## src/imt_pkg.sv

```systemverilog
// Shared types and constants of the interval merge table.
`default_nettype none

package imt_pkg;

   localparam int COUNT_W = 16;
   localparam int SLACK_W = 8;
   localparam int START_W = 7;
   localparam int MSLOT_W = 6;

   typedef logic [COUNT_W-1:0] count_type;
   typedef logic [SLACK_W-1:0] slack_type;

   localparam count_type COUNT_MAX   = {COUNT_W{1'b1}};
   localparam slack_type SLACK_RESET = 8'd2;

endpackage

`default_nettype wire

```

## src/imt_table.sv

```systemverilog
// Entry store of the interval table: one write port and one registered read port.
`default_nettype none

module imt_table #(
   parameter int DEPTH = 64,
   parameter int WIDTH = 48
) (
   input  wire logic                     clock,
   input  wire logic                     wr_en,
   input  wire logic [$clog2(DEPTH)-1:0] wr_addr,
   input  wire logic [WIDTH-1:0]         wr_data,
   input  wire logic [$clog2(DEPTH)-1:0] rd_addr,
   output logic      [WIDTH-1:0]         rd_data_ff
);

   logic [WIDTH-1:0] mem [DEPTH];

   always_ff @(posedge clock) begin
      if (wr_en) begin
         mem[wr_addr] <= wr_data;
      end
   end

   always_ff @(posedge clock) begin
      rd_data_ff <= mem[rd_addr];
   end

endmodule

`default_nettype wire

```

## src/imt_match.sv

```systemverilog
// Compare and merge unit applied to one stored entry per cycle.
`default_nettype none

module imt_match #(
   parameter int POS_WIDTH = 16
) (
   input  wire logic [POS_WIDTH-1:0] cur_begin,
   input  wire logic [POS_WIDTH-1:0] cur_end,
   input  wire imt_pkg::count_type   cur_count,
   input  wire logic [POS_WIDTH-1:0] ent_begin,
   input  wire logic [POS_WIDTH-1:0] ent_end,
   input  wire imt_pkg::count_type   ent_count,
   input  wire imt_pkg::slack_type   slack,
   output logic                      hit,
   output logic [POS_WIDTH-1:0]      new_begin,
   output logic [POS_WIDTH-1:0]      new_end,
   output imt_pkg::count_type        new_count
);

   logic [POS_WIDTH:0]        end_slack;
   logic [POS_WIDTH:0]        ent_end_slack;
   logic [imt_pkg::COUNT_W:0] sum;

   // Slack sums carry one extra bit so they never wrap.
   assign end_slack     = {1'b0, cur_end} + (POS_WIDTH+1)'(slack);
   assign ent_end_slack = {1'b0, ent_end} + (POS_WIDTH+1)'(slack);
   assign sum           = {1'b0, cur_count} + {1'b0, ent_count};

   always_comb begin
      hit       = 1'b0;
      new_begin = cur_begin;
      new_end   = cur_end;
      priority if (cur_begin <= ent_begin && end_slack >= {1'b0, ent_begin}
                   && cur_end <= ent_end) begin
         hit     = 1'b1;
         new_end = ent_end;
      end else if (cur_begin <= ent_begin && cur_end >= ent_end) begin
         hit = 1'b1;
      end else if (cur_begin >= ent_begin && cur_end <= ent_end) begin
         hit       = 1'b1;
         new_begin = ent_begin;
         new_end   = ent_end;
      end else if (cur_begin >= ent_begin && {1'b0, cur_begin} <= ent_end_slack) begin
         hit       = 1'b1;
         new_begin = ent_begin;
      end else begin
         hit = 1'b0;
      end
   end

   assign new_count = sum[imt_pkg::COUNT_W] ? imt_pkg::COUNT_MAX
                                            : sum[imt_pkg::COUNT_W-1:0];

endmodule

`default_nettype wire

```

## src/interval_merge_table_unit.sv

```systemverilog
// Top level of the interval merge table: sequencer, fill count and stream ports.
//
// Usage. An item arrives on the req_ stream: an interval, its hit count and the
// slot where the search starts. The block walks the stored entries from that
// slot upward, one entry per cycle through a single compare unit, and stops at
// the first entry that the interval can merge with. A matching entry is removed
// and the entries above it move down one slot, again one per cycle through the
// single table write port. Without a match the interval is appended, or dropped
// with the overflow flag raised when the table is full. Exactly one result
// transfer follows on the rsp_ stream for every accepted item.
// Each item runs from the idle state through the scan state, which a start slot
// at or above the fill count skips, then the shift or the append state, and the
// finish state. The number of entries compared plus the number moved never
// exceeds the fill count. req_tready is low while an item is in work, so a new
// item is taken only after the previous one has left the finish state.
// The result sits in an output register, so a new item is taken while an older
// result still waits; a finished item then waits until that result is taken.
// Reset empties the table at once (fill count to zero, no clearing pass) and
// sets merge_slack to 2. A csr_ write transfer, taken in any cycle, sets it.
`default_nettype none

module interval_merge_table_unit #(
   parameter int TABLE_DEPTH = 64,
   parameter int POS_WIDTH   = 16
) (
   input  wire logic        clock,
   input  wire logic        reset,
   // Configuration: merge_slack.
   input  wire logic        csr_valid,
   output logic             csr_ready,
   input  wire logic [7:0]  csr_data,
   // Input item.
   input  wire logic        req_tvalid,
   output logic             req_tready,
   // range_begin[15:0], range_end[31:16], hit_count[47:32], start_slot[54:48], zero[55]
   input  wire logic [55:0] req_tdata,
   // Result item.
   output logic             rsp_tvalid,
   input  wire logic        rsp_tready,
   // merged_slot[5:0], out_begin[21:6], out_end[37:22], out_count[53:38], zero[55:54]
   output logic [55:0]      rsp_tdata,
   // merged[0], overflow[1]
   output logic [1:0]       rsp_tuser
);

   localparam int SLOT_W  = $clog2(TABLE_DEPTH);
   localparam int FILL_W  = $clog2(TABLE_DEPTH + 1);
   localparam int CMP_W   = (FILL_W > imt_pkg::START_W) ? FILL_W : imt_pkg::START_W;
   localparam int ENTRY_W = 2 * POS_WIDTH + imt_pkg::COUNT_W;

   localparam logic [2:0] ST_IDLE   = 3'd0;
   localparam logic [2:0] ST_SCAN   = 3'd1;
   localparam logic [2:0] ST_SHIFT  = 3'd2;
   localparam logic [2:0] ST_APPEND = 3'd3;
   localparam logic [2:0] ST_FINISH = 3'd4;

   logic [2:0]               state_ff, state_in;
   logic [FILL_W-1:0]        fill_ff, fill_in;
   logic [FILL_W-1:0]        ptr_ff, ptr_in;
   logic [FILL_W:0]          rd_ptr_ff, rd_ptr_in;
   imt_pkg::slack_type       slack_ff, slack_in;
   logic [POS_WIDTH-1:0]     cur_begin_ff, cur_begin_in;
   logic [POS_WIDTH-1:0]     cur_end_ff, cur_end_in;
   imt_pkg::count_type       cur_count_ff, cur_count_in;
   logic                     hit_ff, hit_in;
   logic                     ovf_ff, ovf_in;
   logic [SLOT_W-1:0]        slot_ff, slot_in;
   logic                     rsp_valid_ff, rsp_valid_in;
   logic [55:0]              rsp_data_ff, rsp_data_in;
   logic [1:0]               rsp_user_ff, rsp_user_in;

   logic                     req_fire;
   logic [imt_pkg::START_W-1:0] req_start;
   logic                     start_beyond;
   logic                     ptr_last;

   logic                     wr_en;
   logic [SLOT_W-1:0]        wr_addr;
   logic [ENTRY_W-1:0]       wr_data;
   logic [SLOT_W-1:0]        rd_addr;
   logic [ENTRY_W-1:0]       rd_data;

   logic [POS_WIDTH-1:0]     ent_begin;
   logic [POS_WIDTH-1:0]     ent_end;
   imt_pkg::count_type       ent_count;
   logic                     m_hit;
   logic [POS_WIDTH-1:0]     m_begin;
   logic [POS_WIDTH-1:0]     m_end;
   imt_pkg::count_type       m_count;

   assign csr_ready  = 1'b1;
   assign req_tready = (state_ff == ST_IDLE);
   assign req_fire   = req_tvalid && req_tready;
   assign req_start  = req_tdata[54:48];
   assign rsp_tvalid = rsp_valid_ff;
   assign rsp_tdata  = rsp_data_ff;
   assign rsp_tuser  = rsp_user_ff;

   // A start slot at or above the fill count skips the search entirely.
   assign start_beyond = CMP_W'(req_start) >= CMP_W'(fill_ff);
   // True when the pointer names the top valid entry.
   assign ptr_last = ({1'b0, ptr_ff} + (FILL_W+1)'(1)) >= {1'b0, fill_ff};

   assign ent_begin = rd_data[POS_WIDTH-1:0];
   assign ent_end   = rd_data[2*POS_WIDTH-1:POS_WIDTH];
   assign ent_count = rd_data[ENTRY_W-1:2*POS_WIDTH];

   imt_table #(
      .DEPTH (TABLE_DEPTH),
      .WIDTH (ENTRY_W)
   ) u_table (
      .clock      (clock),
      .wr_en      (wr_en),
      .wr_addr    (wr_addr),
      .wr_data    (wr_data),
      .rd_addr    (rd_addr),
      .rd_data_ff (rd_data)
   );

   imt_match #(
      .POS_WIDTH (POS_WIDTH)
   ) u_match (
      .cur_begin (cur_begin_ff),
      .cur_end   (cur_end_ff),
      .cur_count (cur_count_ff),
      .ent_begin (ent_begin),
      .ent_end   (ent_end),
      .ent_count (ent_count),
      .slack     (slack_ff),
      .hit       (m_hit),
      .new_begin (m_begin),
      .new_end   (m_end),
      .new_count (m_count)
   );

   // The registered read data is the entry at ptr_ff in the scan state and
   // the entry above it in the shift state.
   always_comb begin
      state_in     = state_ff;
      fill_in      = fill_ff;
      ptr_in       = ptr_ff;
      rd_ptr_in    = rd_ptr_ff;
      slack_in     = slack_ff;
      cur_begin_in = cur_begin_ff;
      cur_end_in   = cur_end_ff;
      cur_count_in = cur_count_ff;
      hit_in       = hit_ff;
      ovf_in       = ovf_ff;
      slot_in      = slot_ff;
      rsp_valid_in = rsp_valid_ff && !rsp_tready;
      rsp_data_in  = rsp_data_ff;
      rsp_user_in  = rsp_user_ff;
      wr_en        = 1'b0;
      wr_addr      = fill_ff[SLOT_W-1:0];
      wr_data      = {cur_count_ff, cur_end_ff, cur_begin_ff};
      rd_addr      = rd_ptr_ff[SLOT_W-1:0];

      if (csr_valid && csr_ready) begin
         slack_in = csr_data;
      end

      unique case (state_ff)
         ST_IDLE: begin
            rd_addr = SLOT_W'(req_start);
            if (req_fire) begin
               cur_begin_in = POS_WIDTH'(req_tdata[15:0]);
               cur_end_in   = POS_WIDTH'(req_tdata[31:16]);
               cur_count_in = req_tdata[47:32];
               hit_in       = 1'b0;
               ovf_in       = 1'b0;
               slot_in      = '0;
               ptr_in       = FILL_W'(req_start);
               rd_ptr_in    = (FILL_W+1)'(req_start) + (FILL_W+1)'(1);
               state_in     = start_beyond ? ST_APPEND : ST_SCAN;
            end
         end
         ST_SCAN: begin
            rd_ptr_in = rd_ptr_ff + (FILL_W+1)'(1);
            if (m_hit) begin
               cur_begin_in = m_begin;
               cur_end_in   = m_end;
               cur_count_in = m_count;
               hit_in       = 1'b1;
               slot_in      = ptr_ff[SLOT_W-1:0];
               state_in     = ST_SHIFT;
            end else if (ptr_last) begin
               state_in = ST_APPEND;
            end else begin
               ptr_in = ptr_ff + FILL_W'(1);
            end
         end
         ST_SHIFT: begin
            // ptr_ff is the slot being filled; the read data is the slot above.
            if (ptr_last) begin
               fill_in  = fill_ff - FILL_W'(1);
               state_in = ST_FINISH;
            end else begin
               wr_en     = 1'b1;
               wr_addr   = ptr_ff[SLOT_W-1:0];
               wr_data   = rd_data;
               ptr_in    = ptr_ff + FILL_W'(1);
               rd_ptr_in = rd_ptr_ff + (FILL_W+1)'(1);
            end
         end
         ST_APPEND: begin
            if (fill_ff < FILL_W'(TABLE_DEPTH)) begin
               wr_en   = 1'b1;
               fill_in = fill_ff + FILL_W'(1);
            end else begin
               ovf_in = 1'b1;
            end
            state_in = ST_FINISH;
         end
         ST_FINISH: begin
            if (!rsp_valid_ff || rsp_tready) begin
               rsp_valid_in = 1'b1;
               rsp_data_in  = {2'b00, cur_count_ff, 16'(cur_end_ff), 16'(cur_begin_ff),
                               imt_pkg::MSLOT_W'(slot_ff)};
               rsp_user_in  = {ovf_ff, hit_ff};
               state_in     = ST_IDLE;
            end
         end
         default: begin
            state_in = ST_IDLE;
         end
      endcase
   end

   always_ff @(posedge clock) begin
      if (reset) begin
         state_ff     <= ST_IDLE;
         fill_ff      <= '0;
         slack_ff     <= imt_pkg::SLACK_RESET;
         rsp_valid_ff <= 1'b0;
      end else begin
         state_ff     <= state_in;
         fill_ff      <= fill_in;
         slack_ff     <= slack_in;
         rsp_valid_ff <= rsp_valid_in;
      end
   end

   always_ff @(posedge clock) begin
      ptr_ff       <= ptr_in;
      rd_ptr_ff    <= rd_ptr_in;
      cur_begin_ff <= cur_begin_in;
      cur_end_ff   <= cur_end_in;
      cur_count_ff <= cur_count_in;
      hit_ff       <= hit_in;
      ovf_ff       <= ovf_in;
      slot_ff      <= slot_in;
      rsp_data_ff  <= rsp_data_in;
      rsp_user_ff  <= rsp_user_in;
   end

   // The fill count never passes the table depth.
   a_fill_bound: assert property (@(posedge clock) disable iff (reset)
      fill_ff <= FILL_W'(TABLE_DEPTH))
      else $error("fill count above table depth");

   // A result never reports both a merge and a dropped append.
   a_merge_xor_ovf: assert property (@(posedge clock) disable iff (reset)
      rsp_valid_ff |-> !(rsp_user_ff[0] && rsp_user_ff[1]))
      else $error("merged and overflow both set");

   // An accepted item always leaves the idle state.
   a_accept_busy: assert property (@(posedge clock) disable iff (reset)
      req_fire |=> state_ff != ST_IDLE)
      else $error("item accepted but sequencer idle");

   // Entry moves stay inside the valid part of the table.
   a_shift_range: assert property (@(posedge clock) disable iff (reset)
      (state_ff == ST_SHIFT) |-> ptr_ff < fill_ff)
      else $error("compaction pointer beyond fill count");

   // The table shrinks by one only when a merge completes.
   a_fill_drop: assert property (@(posedge clock) disable iff (reset)
      (fill_ff < $past(fill_ff)) |-> $past(state_ff == ST_SHIFT) && hit_ff)
      else $error("fill count dropped without a merge");

endmodule

`default_nettype wire

```

## config.mk

```make
export PLATFORM = sky130hd
export DESIGN_NAME = interval_merge_table_unit
export DESIGN_NICKNAME = d
export VERILOG_FILES = /design/src/imt_pkg.sv /design/src/imt_table.sv /design/src/imt_match.sv /design/src/interval_merge_table_unit.sv
export SDC_FILE = /design/constraint.sdc
export NUM_CORES = 2
export LEC_CHECK = 0
export BUFFER_PORTS_ARGS = -buffer_cell sky130_fd_sc_hd__buf_2
export CORE_MARGIN = 2
export CORE_UTILIZATION = 40
export DETAILED_ROUTE_END_ITERATION = 10
export GPL_TIMING_DRIVEN = 0
export SKIP_LAST_GASP = 1
export SLEW_MARGIN = 30
export SYNTH_ARGS = -nofsm -noshare
export SYNTH_HDL_FRONTEND = slang
export SYNTH_SLANG_ARGS = --single-unit
```

## constraint.sdc

```tcl
create_clock -name clock -period 8.3 [get_ports clock]
set_input_delay 1.245 -clock clock [delete_from_list [all_inputs] [get_ports clock]]
set_output_delay 1.245 -clock clock [all_outputs]
set_load 0.005 [all_outputs]
```

==> run_summary.xml <==
<?xml version="1.0" encoding="UTF-8"?>
<metrics>
  <group name="synth">
    <metric name="synth_edf_count" unit="">3197</metric>
    <metric name="netlist_top_cells_count" unit="">3197 x edfxtp_1, 768 x mux4_2, 384 x a22oi_1, 242 x a21oi_1, 188 x clkbuf_1</metric>
    <metric name="yosysWarnings" unit="">0</metric>
    <metric name="synth_seq_cells" unit="">3264</metric>
    <metric name="synthesized_instance_count" unit="">5866</metric>
    <metric name="syn-mean-instance-area" unit="µm²">21.5</metric>
    <metric name="ys_top_cells_by_area" unit="">edfxtp_1 76%, mux4_2 14%, a22oi_1 2.3%, ha_1 1.2%, dfxtp_1 1.1%</metric>
    <metric name="yosys.cell_types.count" unit="">64</metric>
    <metric name="synth_top_cell_area_share" unit="">0.760</metric>
    <metric name="synth-seq-area-share" unit="">0.771</metric>
    <metric name="synth.cell_area" unit="µm²">126000</metric>
    <metric name="async_flop_share" unit="">0</metric>
    <metric name="synth_top_area_cell" unit="">edfxtp_1</metric>
    <metric name="synthFlopType" unit="">edfxtp_1</metric>
    <metric name="synth_most_common_cell" unit="">edfxtp_1</metric>
  </group>
  <group name="job">
    <metric name="max_cap_viol_count" unit="">0</metric>
  </group>
  <group name="clocking">
    <metric name="post_cts.repair.setup_buffers" unit="">0</metric>
    <metric name="numClockSinks" unit="">3264</metric>
    <metric name="cts-root-to-sink-buffers" unit="">4</metric>
    <metric name="clk-insertion-delay-late" unit="ns">0.88</metric>
    <metric name="tritoncts.num_buffers" unit="">332</metric>
    <metric name="tritoncts" unit="">built</metric>
    <metric name="cts_resized" unit="">0</metric>
    <metric name="htree_levels" unit="">5</metric>
    <metric name="holdBufCountCts" unit="">0</metric>
    <metric name="root_buffer" unit="">clkbuf_16</metric>
    <metric name="clk_pin_slew_worst_paths" unit="ns">0.06</metric>
  </group>
  <group name="routing">
    <metric name="wl" unit="mm">349</metric>
    <metric name="final_antenna_net_count" unit="">0</metric>
    <metric name="drc" unit="">0</metric>
    <metric name="routed_wire_length_per_instance" unit="µm">31.8</metric>
    <metric name="drt_first_pass_iters" unit="">6</metric>
    <metric name="route.detailed.vias_per_inst" unit="">5.90</metric>
    <metric name="drt_iter0_markers" unit="">8685</metric>
    <metric name="vias" unit="">64900</metric>
  </group>
  <group name="cells_and_area">
    <metric name="filler_cell_count" unit="">25300</metric>
    <metric name="areaGrowthSynthToFinish" unit="%">19.1</metric>
    <metric name="layout.nets" unit="">6768</metric>
    <metric name="final_cell_area" unit="µm²">150000</metric>
    <metric name="final_layout_size_suffix_gt1_frac" unit="">0.272</metric>
  </group>
  <group name="sta">
    <metric name="achievable-frequency" unit="GHz">0.162</metric>
    <metric name="finalCritPeriodShare" unit="">0.742</metric>
    <metric name="worstMarginPinSlew" unit="ns">1.06</metric>
    <metric name="finalWorstPathRequiredPeriod" unit="ns">6.16</metric>
    <metric name="rsz0062_at_grt" unit="">false</metric>
    <metric name="timing.hold.ws" unit="ns">0.418</metric>
    <metric name="max_slew_margin" unit="">0.296</metric>
    <metric name="fin_clk_skew" unit="ns">0.0398</metric>
    <metric name="setup_viol" unit="">0</metric>
    <metric name="final_max_slew_viol_count" unit="">0</metric>
    <metric name="final-hold-violation-count" unit="">0</metric>
  </group>
  <group name="floorplanning">
    <metric name="die_area" unit="µm²">320000</metric>
    <metric name="placement_row_count" unit="">206</metric>
    <metric name="io_pins" unit="">130</metric>
    <metric name="fp.dieH" unit="µm">566</metric>
    <metric name="initial_utilization" unit="">0.401</metric>
    <metric name="die_width" unit="µm">566</metric>
    <metric name="core-area" unit="µm²">314000</metric>
  </group>
  <group name="worst_setup_path">
    <metric name="timing.critical_path.required" unit="ns">8.88</metric>
    <metric name="crit-reg2reg-launch" unit="">ptr_ff[0]$_DFFE_PP_</metric>
    <metric name="worst-r2r-setup-slack" unit="ns">2.14</metric>
    <metric name="worst-endpoint-arrival" unit="ns">6.73</metric>
    <metric name="critical_path_class" unit="">reg2reg</metric>
    <metric name="reg2regPathDepth" unit="">15</metric>
    <metric name="critical_path_peak_fanout" unit="">16</metric>
    <metric name="endpoint_kind" unit="">flip-flop</metric>
    <metric name="start_kind" unit="">flip-flop</metric>
    <metric name="crit-reg2reg-capture" unit="">u_table.mem[19][16]$_DFFE_PP_</metric>
  </group>
  <group name="grt">
    <metric name="grt_antenna_before_repair" unit="">45</metric>
    <metric name="grt_util_all_layers" unit="">0.216</metric>
    <metric name="grt_max_degree" unit="">65</metric>
    <metric name="grt_pass1_vias" unit="">64600</metric>
    <metric name="grt_overflow_total" unit="">0</metric>
    <metric name="grt_pass1_wl" unit="mm">490</metric>
  </group>
  <group name="power_and_ir_drop">
    <metric name="report.power.total" unit="mW">56.3</metric>
    <metric name="power.density" unit="nW/µm²">375</metric>
    <metric name="leakage" unit="nW">47.4</metric>
    <metric name="ir_worst_vdd" unit="µV">301</metric>
  </group>
  <group name="status">
    <metric name="status" unit="">finished, final reports clean</metric>
  </group>
  <group name="min_path">
    <metric name="hp-class" unit="">reg2reg</metric>
    <metric name="holdPathEnd" unit="">rsp_tdata[5]$_DFFE_PP_</metric>
    <metric name="hold-path-cell-count" unit="">0</metric>
    <metric name="hold_start" unit="">slot_ff[5]$_SDFFCE_PN0P_</metric>
  </group>
  <group name="placement">
    <metric name="postPlaceCellArea" unit="µm²">140000</metric>
    <metric name="gp_routability_congestion" unit="">0.888</metric>
    <metric name="count_of_port_buffers_added_during_placement" unit="">123</metric>
    <metric name="dp_hpwl" unit="mm">239</metric>
  </group>
</metrics>
-- report_power, final --
group	total [mW]	internal (mW)	switching, mW
clock network	14.6	8.40	6.18
logic	19.5	6.75	12.8
registers	22.2	21.7	0.497
total	56.3	36.8	19.4
-- final cells by class --
cell class                 count  area, µm²  share of cell area
antenna                       10       25.0            0.000167
buffer                       312       1340             0.00890
clock buffer                 420       8940              0.0595
clock inverter               168       1510              0.0100
inverter                      74        278             0.00185
multi-input combinational   2217      28400               0.189
sequential                  3264      97300               0.648
tap                         4160       5200              0.0346
timing repair buffer         376       7220              0.0480
-- layer usage --
metal,global-route usage,share of wire
met3,0.0513,0.10
met4,0.0530,0.026
met2,0.336,0.46
met5,0,0.00046
met1,0.307,0.41
-- critical path: stages (launching register included) --
cell and delay [ns]:
edfxtp_1 0.38, clkbuf_1 0.55, nand3_1 0.22, nor3_1 0.32, xor2_1 0.26, ha_1 0.29
a21oi_1 0.14, nor2b_1 0.06, a311o_1 0.37, a2111oi_1 0.75, clkbuf_1 0.48, buf_2 0.54
a31oi_4 0.44, nor2_4 0.60, buf_16 0.24, buf_16 0.18
-- worst max-delay path by stage --
stage / startpoint / to / cells after the start
4_1_cts: ptr_ff[0]$_DFFE_PP_ / u_table.mem[19][10]$_DFFE_PP_ / 15
2_1_floorplan: ptr_ff[0]$_DFFE_PP_ / u_table.mem[0][24]$_DFFE_PP_ / 12
3_5_place_dp: ptr_ff[0]$_DFFE_PP_ / u_table.mem[19][13]$_DFFE_PP_ / 15
5_1_grt: ptr_ff[0]$_DFFE_PP_ / u_table.mem[18][16]$_DFFE_PP_ / 15
3_3_place_gp: ptr_ff[0]$_DFFE_PP_ / u_table.mem[15][9]$_DFFE_PP_ / 12
6_report: ptr_ff[0]$_DFFE_PP_ / u_table.mem[19][16]$_DFFE_PP_ / 15
-- cells in the final DEF (no fill, tap or decap), drive strengths merged, types with 85 or more instances in the layout --
| master | n |
|---|---|
| edfxtp | 3197 |
| mux4 | 768 |
| clkbuf | 612 |
| buf | 496 |
| a22oi | 384 |
| a21oi | 242 |
| clkinv | 126 |
| ha | 118 |
| nor2 | 116 |
| o21ai | 87 |
| nand2 | 85 |
-- registers in the layout, indices dropped and copies added, names as in the netlist --
| name | flops |
|---|---|
| u_table.mem | 3072 |
| rsp_tdata | 54 |
| u_table.rd_data_ff | 48 |
| cur_begin_ff | 16 |
| cur_count_ff | 16 |
| cur_end_ff | 16 |
| slack_ff | 8 |
| fill_ff | 7 |
| ptr_ff | 7 |
| rd_ptr_ff | 6 |
| slot_ff | 6 |
| state_ff | 3 |
| rsp_tuser | 2 |
| hit_ff | 1 |
| ovf_ff | 1 |
| rsp_tvalid | 1 |
-- cells by family (layout without fill, tap and decap cells) --
group / Yosys count / in the layout / share of synthesized area
xor gates and xnor gates: 56 / 56 / 0.00389
AOI/OAI and AO/OA: 834 / 834 / 0.0434
adders and majority gates: 122 / 122 / 0.0123
other: 2 / 13 / 0.0000595
and+or+nand+nor: 377 / 377 / 0.0151
muxes: 825 / 825 / 0.142
buffers and inverters: 386 / 1350 / 0.0123
DFF: 3264 / 3264 / 0.771
-- per-stage QoR --
| stage | worst slack [ns] | utilization | cells | setup TNS [ns] |
|---|---|---|---|---|
| final | 2.14 | 0.478 | 11000 | 0 |
| after global routing | 1.85 | 0.478 | 11000 | 0 |
| after CTS | 2.22 | 0.478 | 11000 | 0 |
| after detailed placement | 2.23 | 0.444 | 10400 | 0 |
| after global placement | -2.39 | 0.420 | 10200 | -5393.85 |
| after floorplan | 2.25 | - | 5867 | 0 |
Note: power is estimated with default switching activity, not from simulation.
